## src/rtl/hanu_pkg.sv

```systemverilog
// ----------------------------------------------------------------------------
// hanu_pkg: shared types and constants for the Hopfield node update unit
// Sizes of the node grid, field widths and the structs that pass between
// the evaluation logic and the node state.
// ----------------------------------------------------------------------------
`timescale 1ns / 1ps
`default_nettype none

package hanu_pkg;

   // Grid geometry
   localparam int SIDE   = 4;
   localparam int NODES  = SIDE * SIDE;
   localparam int NODE_W = $clog2(NODES);
   // Largest count of set neighbors: rest of the row plus rest of the column
   localparam int CNT_W  = $clog2(2 * SIDE - 1);

   // Field widths
   localparam int IDX_W  = 2;
   localparam int COST_W = 16;
   localparam int ACT_W  = 23;
   localparam int TOT_W  = 24;

   // Word widths on the streaming ports
   localparam int REQ_DATA_W = 24;
   localparam int RSP_DATA_W = 56;

   // Largest cost after reset: minus 100 in Q11.4
   localparam logic signed [COST_W-1:0] LARGEST_RESET = -16'sd1600;

   // Operation codes carried on req_tuser
   typedef enum logic {
      OP_LOAD   = 1'b0,
      OP_UPDATE = 1'b1
   } op_type;

   // One input word after unpacking
   typedef struct packed {
      op_type                    operation;
      logic [IDX_W-1:0]          row;
      logic [IDX_W-1:0]          column;
      logic signed [COST_W-1:0]  cost;
      logic                      initial_state;
   } item_type;

   // One result word before packing
   typedef struct packed {
      logic                      previous_state;
      logic                      node_state;
      logic signed [ACT_W-1:0]   activation;
      logic signed [TOT_W-1:0]   total_cost;
   } result_type;

   // State write from the evaluation logic
   typedef struct packed {
      logic                      node_en;
      logic [NODE_W-1:0]         node_idx;
      logic                      node_bit;
      logic                      cost_en;
      logic signed [COST_W-1:0]  cost;
      logic                      largest_en;
      logic signed [TOT_W-1:0]   total;
   } update_type;

endpackage

`default_nettype wire

```

## src/rtl/hopfield_assignment_node_update_unit.sv

```systemverilog
// ----------------------------------------------------------------------------
// hopfield_assignment_node_update_unit: Hopfield assignment node update
// Loads node costs and bits, updates single nodes named by the caller and
// reports the new node bit, its activation and the total cost of set nodes.
// ----------------------------------------------------------------------------
//  channel | dir | tdata                                  | tuser
//  req_    | in  | row, column, cost, initial_state (24b) | operation
//  rsp_    | out | prev, node, activation, total (56b)    | -
//
//  One word per cycle sustained while results are taken; an accepted word
//  passes the input register, then evaluation into the result register.
//  State is read and written in the evaluation cycle, so a word sees all
//  earlier words. Reset clears node bits and total, sets the largest cost
//  to minus 100. A stalled result holds the input register; req_tready
//  stays high while the input register can move on.
// ----------------------------------------------------------------------------
`timescale 1ns / 1ps
`default_nettype none

module hopfield_assignment_node_update_unit (
   input  wire                                  clock,
   input  wire                                  reset,
   input  wire                                  req_tvalid,
   output logic                                 req_tready,
   // row[1:0], column[3:2], cost[19:4], initial_state[20], zero pad
   input  wire  [hanu_pkg::REQ_DATA_W-1:0]      req_tdata,
   // operation[0]
   input  wire                                  req_tuser,
   output logic                                 rsp_tvalid,
   input  wire                                  rsp_tready,
   // previous_state[0], node_state[1], activation[24:2],
   // total_cost[48:25], zero pad
   output logic [hanu_pkg::RSP_DATA_W-1:0]      rsp_tdata
);

   logic                                   in_valid_ff, in_valid_in;
   hanu_pkg::item_type                     in_item_ff;
   logic                                   out_valid_ff, out_valid_in;
   hanu_pkg::result_type                   out_res_ff;
   logic                                   advance;
   logic [hanu_pkg::NODE_W-1:0]            node_idx;
   hanu_pkg::update_type                   upd;
   hanu_pkg::result_type                   result;
   logic signed [hanu_pkg::COST_W-1:0]     stored_cost;
   logic [hanu_pkg::NODES-1:0]             node_bits;
   logic signed [hanu_pkg::COST_W-1:0]     largest;
   logic signed [hanu_pkg::TOT_W-1:0]      total;

   // Flow control
   assign advance      = !out_valid_ff || rsp_tready;
   assign req_tready   = !in_valid_ff || advance;
   assign in_valid_in  = (req_tvalid && req_tready) || (in_valid_ff && !advance);
   assign out_valid_in = advance ? in_valid_ff : out_valid_ff;

   always_ff @(posedge clock) begin
      if (reset) begin
         in_valid_ff  <= 1'b0;
         out_valid_ff <= 1'b0;
      end else begin
         in_valid_ff  <= in_valid_in;
         out_valid_ff <= out_valid_in;
      end
   end

   // Input register
   always_ff @(posedge clock) begin
      if (req_tvalid && req_tready) begin
         in_item_ff.operation     <= hanu_pkg::op_type'(req_tuser);
         in_item_ff.row           <= req_tdata[1:0];
         in_item_ff.column        <= req_tdata[3:2];
         in_item_ff.cost          <= $signed(req_tdata[19:4]);
         in_item_ff.initial_state <= req_tdata[20];
      end
   end

   // Evaluation and state
   hanu_eval u_eval (
      .active      (in_valid_ff && advance),
      .item        (in_item_ff),
      .stored_cost (stored_cost),
      .node_bits   (node_bits),
      .largest     (largest),
      .total       (total),
      .node_idx    (node_idx),
      .upd         (upd),
      .result      (result)
   );

   hanu_state u_state (
      .clock     (clock),
      .reset     (reset),
      .upd       (upd),
      .rd_idx    (node_idx),
      .rd_cost   (stored_cost),
      .node_bits (node_bits),
      .largest   (largest),
      .total     (total)
   );

   // Result register
   always_ff @(posedge clock) begin
      if (advance && in_valid_ff) begin
         out_res_ff <= result;
      end
   end

   assign rsp_tvalid = out_valid_ff;
   assign rsp_tdata  = {7'd0, out_res_ff.total_cost, out_res_ff.activation,
                        out_res_ff.node_state, out_res_ff.previous_state};

endmodule

`default_nettype wire

```

## src/rtl/hanu_state.sv

```systemverilog
// ----------------------------------------------------------------------------
// hanu_state: node state of the network
// Holds the cost store, the node bits, the largest cost loaded and the
// running total of set-node costs. One read port on the cost store.
// ----------------------------------------------------------------------------
`timescale 1ns / 1ps
`default_nettype none

module hanu_state (
   input  wire                                        clock,
   input  wire                                        reset,
   input  wire hanu_pkg::update_type                  upd,
   input  wire  [hanu_pkg::NODE_W-1:0]                rd_idx,
   output logic signed [hanu_pkg::COST_W-1:0]         rd_cost,
   output logic [hanu_pkg::NODES-1:0]                 node_bits,
   output logic signed [hanu_pkg::COST_W-1:0]         largest,
   output logic signed [hanu_pkg::TOT_W-1:0]          total
);

   logic [hanu_pkg::COST_W-1:0]         cost_ff [hanu_pkg::NODES];
   logic [hanu_pkg::NODES-1:0]          node_bits_ff;
   logic signed [hanu_pkg::COST_W-1:0]  largest_ff;
   logic signed [hanu_pkg::TOT_W-1:0]   total_ff;

   // Cost store, no reset: entries are defined once loaded
   always_ff @(posedge clock) begin
      if (upd.cost_en) begin
         cost_ff[upd.node_idx] <= upd.cost;
      end
   end

   // Control state
   always_ff @(posedge clock) begin
      if (reset) begin
         node_bits_ff <= '0;
         largest_ff   <= hanu_pkg::LARGEST_RESET;
         total_ff     <= '0;
      end else begin
         if (upd.node_en) begin
            node_bits_ff[upd.node_idx] <= upd.node_bit;
            total_ff                   <= upd.total;
         end
         if (upd.largest_en) begin
            largest_ff <= upd.cost;
         end
      end
   end

   assign rd_cost   = $signed(cost_ff[rd_idx]);
   assign node_bits = node_bits_ff;
   assign largest   = largest_ff;
   assign total     = total_ff;

endmodule

`default_nettype wire

```

## src/rtl/hanu_eval.sv

```systemverilog
// ----------------------------------------------------------------------------
// hanu_eval: node evaluation
// Works out one item against the current state: load bookkeeping or the
// activation of the named node, the new node bit and the new total.
// ----------------------------------------------------------------------------
`timescale 1ns / 1ps
`default_nettype none

module hanu_eval (
   input  wire                                 active,
   input  wire hanu_pkg::item_type             item,
   input  wire  signed [hanu_pkg::COST_W-1:0]  stored_cost,
   input  wire  [hanu_pkg::NODES-1:0]          node_bits,
   input  wire  signed [hanu_pkg::COST_W-1:0]  largest,
   input  wire  signed [hanu_pkg::TOT_W-1:0]   total,
   output logic [hanu_pkg::NODE_W-1:0]         node_idx,
   output hanu_pkg::update_type                upd,
   output hanu_pkg::result_type                result
);

   logic                                 in_range;
   logic                                 is_load;
   logic                                 prev_bit;
   logic                                 new_bit;
   logic [hanu_pkg::CNT_W-1:0]           set_count;
   logic signed [hanu_pkg::COST_W:0]     twice_largest;
   logic signed [hanu_pkg::COST_W+hanu_pkg::CNT_W+1:0] penalty;
   logic signed [hanu_pkg::ACT_W-1:0]    act;
   logic signed [hanu_pkg::COST_W-1:0]   add_cost;
   logic signed [hanu_pkg::COST_W-1:0]   sub_cost;
   logic signed [hanu_pkg::TOT_W-1:0]    new_total;

   // Address of the named node
   assign in_range = (int'(item.row) < hanu_pkg::SIDE) && (int'(item.column) < hanu_pkg::SIDE);
   assign node_idx = hanu_pkg::NODE_W'(int'(item.row) * hanu_pkg::SIDE + int'(item.column));
   assign is_load  = (item.operation == hanu_pkg::OP_LOAD);
   assign prev_bit = node_bits[node_idx];

   // Set nodes elsewhere in the row and in the column
   always_comb begin
      set_count = '0;
      for (int k = 0; k < hanu_pkg::SIDE; k++) begin
         if (k != int'(item.row)) begin
            set_count = set_count + hanu_pkg::CNT_W'(
               node_bits[hanu_pkg::NODE_W'(k * hanu_pkg::SIDE + int'(item.column))]);
         end
         if (k != int'(item.column)) begin
            set_count = set_count + hanu_pkg::CNT_W'(
               node_bits[hanu_pkg::NODE_W'(int'(item.row) * hanu_pkg::SIDE + k)]);
         end
      end
   end

   // Activation: 2L - cost - 2L*n
   assign twice_largest = {largest, 1'b0};
   assign penalty       = twice_largest * $signed({1'b0, set_count});
   assign act           = hanu_pkg::ACT_W'(twice_largest) - hanu_pkg::ACT_W'(stored_cost)
                          - hanu_pkg::ACT_W'(penalty);

   // New node bit and running total
   assign new_bit  = is_load ? item.initial_state : ~act[hanu_pkg::ACT_W-1];
   assign add_cost = (new_bit && (is_load || !prev_bit))
                     ? (is_load ? item.cost : stored_cost) : '0;
   assign sub_cost = (prev_bit && (is_load || !new_bit)) ? stored_cost : '0;
   assign new_total = total + hanu_pkg::TOT_W'(add_cost) - hanu_pkg::TOT_W'(sub_cost);

   // State writes
   always_comb begin
      upd            = '0;
      upd.node_idx   = node_idx;
      upd.node_bit   = new_bit;
      upd.cost       = item.cost;
      upd.total      = new_total;
      if (active && in_range) begin
         upd.node_en    = 1'b1;
         upd.cost_en    = is_load;
         upd.largest_en = is_load && (item.cost > largest);
      end
   end

   // Result word
   always_comb begin
      result            = '0;
      result.total_cost = total;
      if (in_range) begin
         result.previous_state = prev_bit;
         result.node_state     = new_bit;
         result.activation     = is_load ? '0 : act;
         result.total_cost     = new_total;
      end
   end

endmodule

`default_nettype wire

```

## config.mk

```make
export PLATFORM = sky130hd
export DESIGN_NAME = hopfield_assignment_node_update_unit
export DESIGN_NICKNAME = d
export VERILOG_FILES = /design/src/rtl/hanu_pkg.sv /design/src/rtl/hopfield_assignment_node_update_unit.sv /design/src/rtl/hanu_state.sv /design/src/rtl/hanu_eval.sv
export SDC_FILE = /design/constraint.sdc
export NUM_CORES = 1
export LEC_CHECK = 0
export ABC_AREA = 1
export BUFFER_PORTS_ARGS = -buffer_cell sky130_fd_sc_hd__buf_2
export CORE_ASPECT_RATIO = 0.6
export CORE_MARGIN = 2
export CORE_UTILIZATION = 34
export CTS_CLUSTER_SIZE = 40
export DETAILED_ROUTE_END_ITERATION = 8
export PLACE_DENSITY_LB_ADDON = 0.1
export SKIP_CTS_REPAIR_TIMING = 1
export SLEW_MARGIN = 20
export SYNTH_ARGS = -nofsm -noshare
export SYNTH_HDL_FRONTEND = slang
export SYNTH_SLANG_ARGS = --single-unit
```

## constraint.sdc

```tcl
create_clock -name clock -period 13.8 [get_ports clock]
set_clock_uncertainty 0.05 [all_clocks]
set_input_delay 3.45 -clock clock [delete_from_list [all_inputs] [get_ports clock]]
set_output_delay 3.45 -clock clock [all_outputs]
set_load 0.01 [all_outputs]
```

==> impl_metrics.json <==
{
  "viasPerCell": 5.052,
  "status": "completed",
  "gp_congestion": 0.9028,
  "synth-compound-area-share": 0.1224,
  "dp_cells": 2867,
  "fin_crit_sh": 0.9382,
  "chipWidth_um": 321.8,
  "dieArea_mm2": 0.06265,
  "dpl.hpwl_um": 41330,
  "fmax_mhz": 77.23,
  "crit_arrival_ns": 13.20,
  "synth_top_area_cell": "edfxtp_1",
  "fp.dieH_um": 194.7,
  "critPathCapture": "rsp_tdata[41]",
  "critPathMaxFanout": 14,
  "ant_nets": 0,
  "multi_input_area_mm2": 0.008396,
  "antenna_found_initial": 1,
  "finalSetupViolCount": 0,
  "synth_seq_cells": 384,
  "yosysWarnings": 0,
  "grt_use_total": 0.1943,
  "crit_top_cell": "nand2_1",
  "numCtsBuffers": 39,
  "wl_met1_um": 32940,
  "dr.max_layer_used": "met4",
  "synthMuxAreaShare": 0,
  "crit_family": "adder cells",
  "drt_first_pass_iters": 5,
  "ys_seq_area_frac": 0.5315,
  "fin_area_mm2": 0.02352,
  "synthSimpleGateAreaFrac": 0.1279,
  "port_buffers": 76,
  "fillers": 5884,
  "worstSetupPathType": "flip-flop to flip-flop",
  "startpoint": "in_item_ff[20]",
  "grt_pass1_vias": 14450,
  "fin_util": 0.3947,
  "min_period_ns": 12.95,
  "dpl_worst_slack_ns": 0.09717,
  "r2r-start": "in_item_ff[20]",
  "clockBufferDepth": 3,
  "drive_gt1_frac": 0.1287,
  "layout.cells.non_filler": 2941,
  "netlist.area_leader.share": 0.4751,
  "drv_slew": 0,
  "cp_slowest_stage_delay_ns": 0.57,
  "r2r_end": "rsp_tdata[41]",
  "h-tree-depth": 2,
  "cts_root_buf": "clkbuf_16",
  "synthAdderAreaFrac": 0.1265,
  "syn_area_mm2": 0.02060,
  "synthTopCellsByArea": "edfxtp_1 (48%), ha_1 (6.9%), nand2_1 (6.7%)",
  "insertion_delay_ns": 0.56,
  "syn2layout_area_growth_pct": 14.12,
  "clkTransAtPathRegs_ns": 0.06,
  "route.detailed.drc": 0,
  "synth_xor_xnor_area_share": 0.01907,
  "r2r_slack_ns": 0.85,
  "wl_met2_um": 21810,
  "hp-class": "flip-flop to flip-flop",
  "yosysUniqueCellTypes": 48,
  "reg2reg_depth": 74,
  "setup_slack_ns": 0.8522,
  "wirelength_um": 59910,
  "grt_pass1_wl_um": 91300,
  "cts_sinks": 384,
  "yosysMostFrequentCell": "nand2_1",
  "synth_top_family_by_area": "simple AND/OR/NAND/NOR gates",
  "finalHoldViolCount": 0,
  "cp_slowest_cell": "fa_1",
  "syn_area_per_cell_um2": 10.20,
  "path_buf_inv": 13,
  "seqCellArea_mm2": 0.01095,
  "drt-initial-drc-count": 1476,
  "synth_common_cells": "nand2_1 (369), edfxtp_1 (326), inv_1 (278), nor2_1 (137), a22oi_1 (131)",
  "cp.depth": 74,
  "cap_violations": 0,
  "route.met3.wl_um": 4151,
  "tightest_slew_ns": 1.088,
  "vias": 14860,
  "wl_per_cell_um": 20.37,
  "grt_max_degree": 56,
  "synth-async-reset-ratio": 0,
  "cp-end-kind": "flip-flop",
  "dpl-instance-area_mm2": 0.02214,
  "core_mm2": 0.05957,
  "relSlewSlack": 0.2745,
  "grt_setup_unrepaired": "true",
  "overflow": 0,
  "ioPinCount": 87,
  "diodes": 0,
  "rows": 69,
  "start_util": 0.3459,
  "tritoncts": "done",
  "synthFlopType": "edfxtp_1",
  "synth_enable_flop_cells": 326,
  "synth_cells": 2021,
  "start_kind": "flip-flop",
  "critPathRequiredTime_ns": 14.05,
  "final_nets": 2333
}
==> worst min-delay path by stage <==
stage                     startpoint                to  slack, ns  depth (start not counted)
global placement    u_state.total[0]  u_state.total[0]       0.40                          2
detailed placement  u_state.total[0]  u_state.total[0]       0.41                          2
global route        u_state.total[0]  u_state.total[0]       0.45                          2
CTS                 u_state.total[0]  u_state.total[0]       0.42                          2
floorplan           u_state.total[0]  u_state.total[0]       0.38                          2
finish              u_state.total[0]  u_state.total[0]       0.41                          2
==> area by class of cell <==
cell class                      count  area share
Inverter                          302     0.04842
Sequential cell                   384      0.4657
Multi-Input combinational cell   1267      0.3570
Tap cell                          781     0.04156
Clock buffer                       50     0.04416
Clock inverter                     20    0.007343
Timing Repair Buffer              137     0.03581
==> cells in the final DEF (no fill, tap or decap), types with 4 or more instances in the layout <==
master	count
xnor2_1	16
nand2_1	367
nor2_1	131
conb_1	7
o21ai_2	4
o21a_1	8
inv_2	24
nor3_1	16
a21oi_1	110
buf_4	60
dfxtp_1	58
a221oi_1	5
o22ai_1	7
clkinv_1	9
ha_1	113
nand2_2	4
clkinv_2	4
a21oi_2	8
buf_2	76
o21ai_0	75
edfxtp_1	326
nand4_1	29
a21o_1	7
xor2_1	26
nor2_2	8
o21ai_1	14
clkbuf_16	40
inv_1	275
fa_1	59
o21bai_1	7
nand3_1	51
nor3_2	16
clkbuf_1	10
or2_2	5
a31oi_1	8
a22oi_1	131
==> metrics by stage <==
stage	hold slack [ns]	setup TNS, ns
global route	0.4550	-0.04549
finish	0.4144	0
CTS	0.4175	-0.01396
global placement	0.4037	0
floorplan	0.3849	0
detailed placement	0.4093	0
==> layer usage <==
layer | vias up | track usage
li1 | 7132 | -
met4 | 0 | 0.03998
met2 | 411 | 0.2462
met5 | - | 0
met1 | 7251 | 0.3306
met3 | 65 | 0.03386
==> flip-flops by register name (all words and copies together), names as in the netlist <==
name	flops
in_item_ff	22
in_valid_ff	1
rsp_tdata	48
rsp_tvalid	1
u_state.cost_ff	256
u_state.largest	16
u_state.node_bits	16
u_state.total	24
==> cell families (layout without fill, tap and decap cells) <==
family	count (synthesis)	after routing
AO/OA/AOI/OAI	404	404
XOR/XNOR	44	44
adder cells (fa/ha/maj)	173	173
buffers and inverters	376	509
flip-flops	384	384
other	1	7
AND/OR/NAND/NOR	639	639
==> tightest hold or removal path: cells and delay by family (launching register included) <==
kind | cells | cell delay, ns
buf+inv | 1 | 0.06
compound gates | 1 | 0.06
flops | 1 | 0.29
Power is not shown: default switching activity piles up to over one toggle a cycle in this logic, so the estimate is an artifact.
